[config.mk]
export PLATFORM = sky130hd
export DESIGN_NAME = calibrated_moving_average_3axis_top
export DESIGN_NICKNAME = d
export VERILOG_FILES = /design/src/rtl/core/cma_pkg.sv /design/src/rtl/core/cma_ram.sv /design/src/rtl/core/cma_cal.sv /design/src/rtl/core/cma_div.sv /design/src/rtl/core/calibrated_moving_average_3axis_top.sv
export SDC_FILE = /design/constraint.sdc
export NUM_CORES = 2
export LEC_CHECK = 0
export BUFFER_PORTS_ARGS = -buffer_cell sky130_fd_sc_hd__buf_2
export CORE_ASPECT_RATIO = 1.2
export CORE_MARGIN = 2
export CORE_UTILIZATION = 25
export DETAILED_ROUTE_END_ITERATION = 16
export PLACE_DENSITY_LB_ADDON = 0.2
export SLEW_MARGIN = 0
export SYNTH_ARGS = -nofsm -noshare
export SYNTH_HDL_FRONTEND = slang
export SYNTH_HIERARCHICAL = 1
export SYNTH_SLANG_ARGS = --single-unit
[constraint.sdc]
create_clock -name i_clk -period 21.8 [get_ports i_clk]
set_input_delay 4.36 -clock i_clk [delete_from_list [all_inputs] [get_ports i_clk]]
set_output_delay 4.36 -clock i_clk [all_outputs]
set_load 0.005 [all_outputs]
[src/rtl/core/cma_pkg.sv]
// shared types and constants of the calibrated three-axis moving average
package cma_pkg;

    // sample and register widths
    localparam int DATA_W    = 16;
    localparam int CFG_IDX_W = 3;
    localparam int AXES      = 3;

    // calibration arithmetic: Q1.15 gain, round half up, then clamp
    localparam int FRAC_W = 15;
    localparam int DIFF_W = DATA_W + 1;
    localparam int PROD_W = 2 * DIFF_W;
    localparam int QUO_W  = PROD_W - FRAC_W;
    localparam logic signed [PROD_W-1:0] ROUND_HALF = PROD_W'(1) <<< (FRAC_W - 1);
    localparam logic signed [QUO_W-1:0]  CAL_MAX    = QUO_W'(32767);
    localparam logic signed [QUO_W-1:0]  CAL_MIN    = -QUO_W'(32768);

    // a running sum needs log2(window) bits on top of a sample plus sign
    localparam int SUM_EXTRA = DATA_W + 1;

    // register indexes of the configuration port
    typedef enum logic [CFG_IDX_W-1:0] {
        REG_OFFSET_X = 3'd0,
        REG_OFFSET_Y = 3'd1,
        REG_OFFSET_Z = 3'd2,
        REG_GAIN_X   = 3'd3,
        REG_GAIN_Y   = 3'd4,
        REG_GAIN_Z   = 3'd5
    } t_reg_idx;

    // register reset values
    localparam logic signed [DATA_W-1:0] OFFSET_X_RST = 16'sd73;
    localparam logic signed [DATA_W-1:0] OFFSET_Y_RST = 16'sd18;
    localparam logic signed [DATA_W-1:0] OFFSET_Z_RST = 16'sd319;
    localparam logic [DATA_W-1:0]        GAIN_X_RST   = 16'd31470;
    localparam logic [DATA_W-1:0]        GAIN_Y_RST   = 16'd31346;
    localparam logic [DATA_W-1:0]        GAIN_Z_RST   = 16'd31798;

    // stage loads of the divider
    typedef struct packed {
        logic mag;
        logic prod;
    } t_div_ld;

endpackage

[src/rtl/core/cma_ram.sv]
// generic single-write, single-read ram with registered read data
module cma_ram #(
    parameter int WIDTH = 48,
    parameter int DEPTH = 15
) (
    input  logic                     i_clk,
    input  logic                     i_we,
    input  logic [$clog2(DEPTH)-1:0] i_waddr,
    input  logic [WIDTH-1:0]         i_wdata,
    input  logic                     i_re,
    input  logic [$clog2(DEPTH)-1:0] i_raddr,
    output logic [WIDTH-1:0]         o_rdata
);

    logic [WIDTH-1:0] r_mem [DEPTH];
    logic [WIDTH-1:0] r_rdata;

    // write port
    always_ff @(posedge i_clk) begin
        if (i_we) begin
            r_mem[i_waddr] <= i_wdata;
        end
    end

    // read port, data held while not reading
    always_ff @(posedge i_clk) begin
        if (i_re) begin
            r_rdata <= r_mem[i_raddr];
        end
    end

    assign o_rdata = r_rdata;

endmodule

[src/rtl/core/cma_cal.sv]
// one-axis calibration: offset subtract, gain multiply, round and clamp
module cma_cal (
    input  logic                                i_clk,
    input  logic                                i_load,
    input  logic signed [cma_pkg::DATA_W-1:0]   i_accel,
    input  logic signed [cma_pkg::DATA_W-1:0]   i_offset,
    input  logic        [cma_pkg::DATA_W-1:0]   i_gain,
    output logic signed [cma_pkg::DATA_W-1:0]   o_cal
);

    logic signed [cma_pkg::DIFF_W-1:0] diff;
    logic signed [cma_pkg::DIFF_W-1:0] gain_s;
    logic signed [cma_pkg::PROD_W-1:0] n_prod;
    logic signed [cma_pkg::PROD_W-1:0] r_prod;
    logic signed [cma_pkg::PROD_W-1:0] rnd;
    logic signed [cma_pkg::QUO_W-1:0]  quo;

    // offset subtract and gain multiply
    assign diff   = cma_pkg::DIFF_W'(i_accel) - cma_pkg::DIFF_W'(i_offset);
    assign gain_s = $signed({1'b0, i_gain});
    assign n_prod = cma_pkg::PROD_W'(diff) * cma_pkg::PROD_W'(gain_s);

    always_ff @(posedge i_clk) begin
        if (i_load) begin
            r_prod <= n_prod;
        end
    end

    // round half up, floor shift, clamp to 16 bits
    assign rnd = r_prod + cma_pkg::ROUND_HALF;
    assign quo = rnd[cma_pkg::PROD_W-1:cma_pkg::FRAC_W];

    always_comb begin
        if (quo > cma_pkg::CAL_MAX) begin
            o_cal = cma_pkg::DATA_W'(cma_pkg::CAL_MAX);
        end else if (quo < cma_pkg::CAL_MIN) begin
            o_cal = cma_pkg::DATA_W'(cma_pkg::CAL_MIN);
        end else begin
            o_cal = quo[cma_pkg::DATA_W-1:0];
        end
    end

endmodule

[src/rtl/core/cma_div.sv]
// one-axis divide by the window length, truncating toward zero
module cma_div #(
    parameter int WINDOW = 15
) (
    input  logic                                                i_clk,
    input  cma_pkg::t_div_ld                                    i_ld,
    input  logic signed [$clog2(WINDOW)+cma_pkg::SUM_EXTRA-1:0] i_sum,
    output logic signed [cma_pkg::DATA_W-1:0]                   o_quot
);

    localparam int LogW  = $clog2(WINDOW);
    localparam int SumW  = LogW + cma_pkg::SUM_EXTRA;
    localparam int MagW  = SumW - 1;
    localparam int MagW1 = MagW + 1;
    localparam int ProdW = MagW + MagW1;
    localparam int DivS  = MagW + LogW;
    localparam int QW    = cma_pkg::DATA_W + 1;
    // reciprocal, exact for every magnitude below 2**MagW
    localparam logic [MagW:0] DivM =
        MagW1'(((64'd1 << DivS) + 64'(WINDOW) - 64'd1) / 64'(WINDOW));

    logic [MagW-1:0]  n_mag;
    logic [MagW-1:0]  r_mag;
    logic             r_mag_neg;
    logic [ProdW-1:0] r_prod;
    logic             r_prod_neg;
    logic [QW-1:0]    q_mag;
    logic [QW-1:0]    q_signed;

    // magnitude of the sum
    always_comb begin
        if (i_sum < 0) begin
            n_mag = MagW'(-i_sum);
        end else begin
            n_mag = MagW'(i_sum);
        end
    end

    always_ff @(posedge i_clk) begin
        if (i_ld.mag) begin
            r_mag     <= n_mag;
            r_mag_neg <= i_sum[SumW-1];
        end
        if (i_ld.prod) begin
            r_prod     <= ProdW'(r_mag) * ProdW'(DivM);
            r_prod_neg <= r_mag_neg;
        end
    end

    // shift out the reciprocal scale and restore the sign
    assign q_mag    = QW'(r_prod >> DivS);
    assign q_signed = r_prod_neg ? (QW'(0) - q_mag) : q_mag;
    assign o_quot   = q_signed[cma_pkg::DATA_W-1:0];

endmodule

[src/rtl/core/calibrated_moving_average_3axis_top.sv]
// top level: calibrated three-axis boxcar moving average
//
//  channel   signals                               width  moves
//  in        i_in_valid / o_in_ready               3x16   raw sample word
//  out       o_out_valid / i_out_ready             3x16+1 averaged word and full flag
//  cfg       i_cfg_wr_en, i_cfg_idx, i_cfg_data    3/16   offset or gain register
//
//  one word per cycle while the output is not stalled; each word passes in order through
//  7 stages: input, multiply, round, running sum, magnitude, reciprocal multiply, output
//  a stalled output keeps the input open until all seven stages hold a word
//  reset empties the pipeline and zeroes sums and counters; the ring needs no
//  clearing pass, slots not yet written in the first lap are read as zero
module calibrated_moving_average_3axis_top #(
    parameter int WINDOW = 15
) (
    input  logic                                  i_clk,
    input  logic                                  i_rst_n,
    input  logic                                  i_cfg_wr_en,
    input  logic [cma_pkg::CFG_IDX_W-1:0]         i_cfg_idx,
    input  logic [cma_pkg::DATA_W-1:0]            i_cfg_data,
    input  logic                                  i_in_valid,
    output logic                                  o_in_ready,
    input  logic signed [cma_pkg::DATA_W-1:0]     i_accel_x,
    input  logic signed [cma_pkg::DATA_W-1:0]     i_accel_y,
    input  logic signed [cma_pkg::DATA_W-1:0]     i_accel_z,
    output logic                                  o_out_valid,
    input  logic                                  i_out_ready,
    output logic signed [cma_pkg::DATA_W-1:0]     o_avg_x,
    output logic signed [cma_pkg::DATA_W-1:0]     o_avg_y,
    output logic signed [cma_pkg::DATA_W-1:0]     o_avg_z,
    output logic                                  o_window_full
);

    localparam int DW     = cma_pkg::DATA_W;
    localparam int NAX    = cma_pkg::AXES;
    localparam int NSTG   = 7;
    localparam int SlotW  = $clog2(WINDOW);
    localparam int SeenW  = $clog2(WINDOW + 1);
    localparam int SumW   = SlotW + cma_pkg::SUM_EXTRA;
    localparam int RamW   = NAX * DW;

    // pipeline handshake
    logic [NSTG:0]   rdy;
    logic [NSTG-1:0] load;
    logic [NSTG-1:0] r_v;
    logic [NSTG-1:0] n_v;

    // configuration
    logic signed [DW-1:0] r_offset [NAX];
    logic        [DW-1:0] r_gain   [NAX];

    // datapath
    logic signed [DW-1:0]   in_accel [NAX];
    logic signed [DW-1:0]   r_a_accel [NAX];
    logic signed [DW-1:0]   cal_val [NAX];
    logic signed [DW-1:0]   r_u_cal [NAX];
    logic signed [DW-1:0]   old_val [NAX];
    logic signed [SumW-1:0] n_sum [NAX];
    logic signed [SumW-1:0] r_sum [NAX];
    logic signed [DW-1:0]   div_q [NAX];
    logic signed [DW-1:0]   r_o_avg [NAX];
    logic [RamW-1:0]        ram_wdata;
    logic [RamW-1:0]        ram_rdata;
    cma_pkg::t_div_ld       div_ld;

    // ring pointers and fill tracking
    logic [SlotW-1:0] r_rd_slot;
    logic [SlotW-1:0] n_rd_slot;
    logic [SlotW-1:0] r_u_slot;
    logic [SeenW-1:0] r_seen;
    logic             r_u_fresh;
    logic             r_u_full;
    logic             r_d_full;
    logic             r_m_full;
    logic             r_p_full;
    logic             r_o_full;

    // ready chain and stage loads
    always_comb begin
        rdy[NSTG] = i_out_ready;
        for (int k = NSTG - 1; k >= 0; k--) begin
            rdy[k] = !r_v[k] || rdy[k+1];
        end
        load[0] = i_in_valid && rdy[0];
        for (int k = 1; k < NSTG; k++) begin
            load[k] = r_v[k-1] && rdy[k];
        end
        for (int k = 0; k < NSTG; k++) begin
            n_v[k] = load[k] || (r_v[k] && !rdy[k+1]);
        end
    end

    // stage valid flags
    always_ff @(posedge i_clk) begin
        if (!i_rst_n) begin
            r_v <= '0;
        end else begin
            r_v <= n_v;
        end
    end

    // configuration registers
    always_ff @(posedge i_clk) begin
        if (!i_rst_n) begin
            r_offset[0] <= cma_pkg::OFFSET_X_RST;
            r_offset[1] <= cma_pkg::OFFSET_Y_RST;
            r_offset[2] <= cma_pkg::OFFSET_Z_RST;
            r_gain[0]   <= cma_pkg::GAIN_X_RST;
            r_gain[1]   <= cma_pkg::GAIN_Y_RST;
            r_gain[2]   <= cma_pkg::GAIN_Z_RST;
        end else if (i_cfg_wr_en) begin
            unique case (cma_pkg::t_reg_idx'(i_cfg_idx))
                cma_pkg::REG_OFFSET_X: r_offset[0] <= i_cfg_data;
                cma_pkg::REG_OFFSET_Y: r_offset[1] <= i_cfg_data;
                cma_pkg::REG_OFFSET_Z: r_offset[2] <= i_cfg_data;
                cma_pkg::REG_GAIN_X:   r_gain[0]   <= i_cfg_data;
                cma_pkg::REG_GAIN_Y:   r_gain[1]   <= i_cfg_data;
                cma_pkg::REG_GAIN_Z:   r_gain[2]   <= i_cfg_data;
                default: begin
                end
            endcase
        end
    end

    assign in_accel[0] = i_accel_x;
    assign in_accel[1] = i_accel_y;
    assign in_accel[2] = i_accel_z;

    // input register
    always_ff @(posedge i_clk) begin
        if (load[0]) begin
            r_a_accel <= in_accel;
        end
    end

    // ring slot pointer advances as a word enters the sum stage
    assign n_rd_slot = (r_rd_slot == SlotW'(WINDOW - 1)) ? '0 : r_rd_slot + 1'b1;

    always_ff @(posedge i_clk) begin
        if (!i_rst_n) begin
            r_rd_slot <= '0;
            r_seen    <= '0;
        end else if (load[2]) begin
            r_rd_slot <= n_rd_slot;
            if (r_seen < SeenW'(WINDOW)) begin
                r_seen <= r_seen + 1'b1;
            end
        end
    end

    // sum stage payload
    always_ff @(posedge i_clk) begin
        if (load[2]) begin
            r_u_cal   <= cal_val;
            r_u_slot  <= r_rd_slot;
            r_u_fresh <= (r_seen < SeenW'(WINDOW));
            r_u_full  <= (r_seen >= SeenW'(WINDOW - 1));
        end
    end

    assign ram_wdata = {r_u_cal[2], r_u_cal[1], r_u_cal[0]};

    cma_ram #(
        .WIDTH (RamW),
        .DEPTH (WINDOW)
    ) u_ring (
        .i_clk   (i_clk),
        .i_we    (load[3]),
        .i_waddr (r_u_slot),
        .i_wdata (ram_wdata),
        .i_re    (load[2]),
        .i_raddr (r_rd_slot),
        .o_rdata (ram_rdata)
    );

    assign div_ld.mag  = load[4];
    assign div_ld.prod = load[5];

    // per-axis calibration, running sum and divide
    for (genvar a = 0; a < NAX; a++) begin : g_axis
        cma_cal u_cal (
            .i_clk    (i_clk),
            .i_load   (load[1]),
            .i_accel  (r_a_accel[a]),
            .i_offset (r_offset[a]),
            .i_gain   (r_gain[a]),
            .o_cal    (cal_val[a])
        );

        // first lap reads unwritten slots as zero
        assign old_val[a] = r_u_fresh ? '0 : ram_rdata[a*DW +: DW];
        assign n_sum[a]   = r_sum[a] - SumW'(old_val[a]) + SumW'(r_u_cal[a]);

        always_ff @(posedge i_clk) begin
            if (!i_rst_n) begin
                r_sum[a] <= '0;
            end else if (load[3]) begin
                r_sum[a] <= n_sum[a];
            end
        end

        cma_div #(
            .WINDOW (WINDOW)
        ) u_div (
            .i_clk  (i_clk),
            .i_ld   (div_ld),
            .i_sum  (r_sum[a]),
            .o_quot (div_q[a])
        );
    end

    // full flag follows its word down the pipeline
    always_ff @(posedge i_clk) begin
        if (load[3]) begin
            r_d_full <= r_u_full;
        end
        if (load[4]) begin
            r_m_full <= r_d_full;
        end
        if (load[5]) begin
            r_p_full <= r_m_full;
        end
        if (load[6]) begin
            r_o_avg  <= div_q;
            r_o_full <= r_p_full;
        end
    end

    assign o_in_ready    = rdy[0];
    assign o_out_valid   = r_v[NSTG-1];
    assign o_avg_x       = r_o_avg[0];
    assign o_avg_y       = r_o_avg[1];
    assign o_avg_z       = r_o_avg[2];
    assign o_window_full = r_o_full;

endmodule

==> results.py <==
metrics = {
    "final_layout": {
        "design_area_um2": 112000,
        "area_growth_pct": 11.6,
        "final_layout_size_suffix_gt1_frac": 0.0829,
        "fill_cells": 41400,
        "multi_input_area_um2": 55400,
        "fin_nets": 10600,
        "regArea_um2": 38000,
        "n_antenna_cell": 0,
        "final_common_cell": "inv_1",
        "final_cell_mix": "inv_1 (1594), edfxtp_1 (1255), fa_1 (978), ha_1 (779), nand2_1 (683)",
        "fin_cells": 14200,
    },
    "route": {
        "num_vias": 62600,
        "ant_nets": 0,
        "drc": 0,
        "viasPerCell": 4.41,
        "route.met3.wl_um": 8280,
        "routedWlPerCell_um": 18.6,
        "wl_um": 264000,
        "wl_met1_um": 117000,
        "wl_met2_um": 133000,
        "drt_first_iter_violations": 3581,
        "dr.max_layer_used": "met4",
        "first_pass_iters": 5,
    },
    "clock_network": {
        "clk_pin_slew_ns": 0.06,
        "cts_tree": "built",
        "clock_latency_ns": 0.86,
        "ctsHoldBuffers": 0,
        "clockBufferDepth": 4,
        "cts_buffers": 150,
        "root_buffer": "clkbuf_16",
        "cts_setup_buffers": 0,
        "htreeDepth": 4,
        "clock_sinks": 1270,
        "cts-resized-gates": 0,
    },
    "outcome": {
        "status": "complete, no violations",
    },
    "worst_setup_path": {
        "crit_top_cell": "buf_2",
        "worstPathMaxFanout": 5,
        "crit_chain": "buf_2 > and4b_1 > nand3_1 > nor2_1 > nand2_1 > buf_2",
        "reg2reg_depth": 28,
        "slowest_stage": "nor2_1",
        "worstSetupEndpointType": "output pin",
        "regToRegSetupSlack_ns": 12.26,
        "max_stage_delay_ns": 0.40,
        "critPathArrivalTime_ns": 5.68,
        "crit_required_ns": 17.44,
        "crit_family": "simple AND/OR/NAND/NOR gates",
        "setup.worst_path.start_class": "primary input",
        "crit_cells": 6,
        "crit_start": "i_out_ready",
        "r2r_start": "r_offset[0][0]$_DFFE_PP_",
        "cp.buffers_inverters": 2,
        "critPathKind": "primary input to output pin",
    },
    "placement": {
        "dp.cells": 13900,
        "portBuffers": 122,
        "gp_congestion": 0.840,
        "place_area_um2": 107000,
        "pre_cts_ws_ns": 11.75,
        "hpwl_um": 193000,
    },
    "synthesis": {
        "synth_top_area_frac": 0.375,
        "synth-seq-cells": 1270,
        "yosysWarnings": 6,
        "netlist_area_um2": 101000,
        "ys_top_cells_by_area": "edfxtp_1 (37%), fa_1 (19%), ha_1 (9.7%)",
        "synth_cell_types": 112,
        "syn_inst": 8729,
        "async_flop_share": 0,
        "synth_area_per_cell_um2": 11.5,
        "synth-edff-count": 1255,
        "synth_largest_area_cell": "edfxtp_1",
        "syn-num-nets": 10600,
        "seq_area_frac_synth": 0.378,
        "synth_ff_type": "edfxtp_1",
    },
    "die": {
        "num_rows": 255,
        "die_x_um": 583,
        "die_h_um": 699,
        "dieArea_um2": 407000,
        "core-area_um2": 401000,
        "start_util": 0.251,
        "ios": 123,
    },
    "sta": {
        "finalCriticalPeriod_ns": 10.04,
        "slew_viol_final": 0,
        "finClkSkew_ns": 0.0968,
        "period_share": 0.460,
        "grt_setup_unrepaired": "false",
        "final.setup.worst_slack_ns": 11.76,
        "tns_ns": 0,
        "worst_slew_pin_slew_ns": 1.12,
        "clock.fmax_mhz": 99.6,
        "hold_viol": 0,
        "relSlewSlack": 0.252,
        "finalSetupViolations": 0,
    },
    "hold_path": {
        "hold_start": "r_m_full$_DFFE_PP_",
        "min_path_type": "register to register",
        "min_delay_path_depth": 0,
    },
    "global_route": {
        "gr-usage-all-layers": 0.129,
        "grt_pass1_wl_um": 410000,
        "grt_pass1_vias": 68000,
        "grt_max_degree": 93,
        "grt_overflow": 0,
        "antenna_found_initial": 5,
    },
    "job": {
        "cap_violations": 0,
    },
}
## final timing paths
check / endpoint
max: o_in_ready
max reg2reg: g_axis[0].u_cal/r_prod[33]$_DFFE_PP_
min: r_p_full$_DFFE_PP_
min reg2reg: r_p_full$_DFFE_PP_
## per-stage QoR
stage | hold slack (ns) | util
floorplan | 0.400 | -
global placement | 0.404 | 0.268
detailed placement | 0.409 | 0.268
CTS | 0.424 | 0.280
global route | 0.429 | 0.280
finish | 0.422 | 0.280
## sequential cells by signal, indices dropped and copies added (netlist names), 3 cells and up
signal / count
u_ring/r_mem: 720
r_sum: 63
g_axis.u_cal/r_prod: 60
g_axis.u_div/r_mag: 60
g_axis.u_div/r_prod: 48
r_a_accel: 48
r_gain: 48
r_offset: 48
r_u_cal: 48
u_ring/o_rdata: 48
o_avg_x: 16
o_avg_y: 16
o_avg_z: 16
r_v: 7
r_rd_slot: 4
r_seen: 4
r_u_slot: 4
g_axis.u_div/r_mag_neg: 3
g_axis.u_div/r_prod_neg: 3
## cell usage after synthesis, drive strengths merged (11+ instances only)
master / n
mux2: 53
a21o: 85
and3: 64
o31ai: 45
o2111ai: 14
o22ai: 16
nor3: 73
mux4: 133
maj3: 18
a21oi: 279
o21ai: 235
nor2: 255
and2: 324
nand3b: 11
o21a: 67
dfxtp: 15
a22oi: 49
nand4: 50
a211o: 18
o211ai: 69
or4: 25
nor2b: 168
nand2b: 186
a31oi: 37
mux2i: 117
or3: 20
o41ai: 21
nand3: 116
fa: 978
o31a: 15
edfxtp: 1255
ha: 779
xor2: 91
buf: 73
a211oi: 30
xnor2: 237
a21boi: 15
and4: 14
inv: 1595
clkbuf: 232
o21bai: 28
or2: 13
nand2: 688
## cell families after synthesis
family	count (synthesis)	synth area share
multiplexers	303	0.0474
adder cells (fa/ha/maj)	1775	0.294
XOR/XNOR	328	0.0286
AO/OA/AOI/OAI	1108	0.0751
buffers and inverters	1900	0.0731
flip-flops	1270	0.378
AND/OR/NAND/NOR	2045	0.104
## per-layer routing
metal	up-vias	GRT usage
met5	-	0
met1	31800	0.166
met4	0	0.0265
met2	1030	0.231
met3	298	0.0134
li1	29500	-
## cell type report
class,instances,area share
timing repair buffer,223,0.0123
sequential,1270,0.339
multi-input combinational,5559,0.494
tap,5268,0.0588
inverter,1595,0.0534
clock inverter,85,0.00794
clock buffer,180,0.0347
## worst register-to-register path: cells and delay by family (launching register included)
family	cells	cell delay (ns)
AO/OA/AOI/OAI	11	2.32
buffers and inverters	2	0.10
AND/OR/NAND/NOR	5	1.87
flip-flops	1	0.37
adder cells (fa/ha/maj)	8	3.74
XOR/XNOR	2	0.92
Power is not shown: default switching activity piles up to over one toggle a cycle in this logic, so the estimate is an artifact.
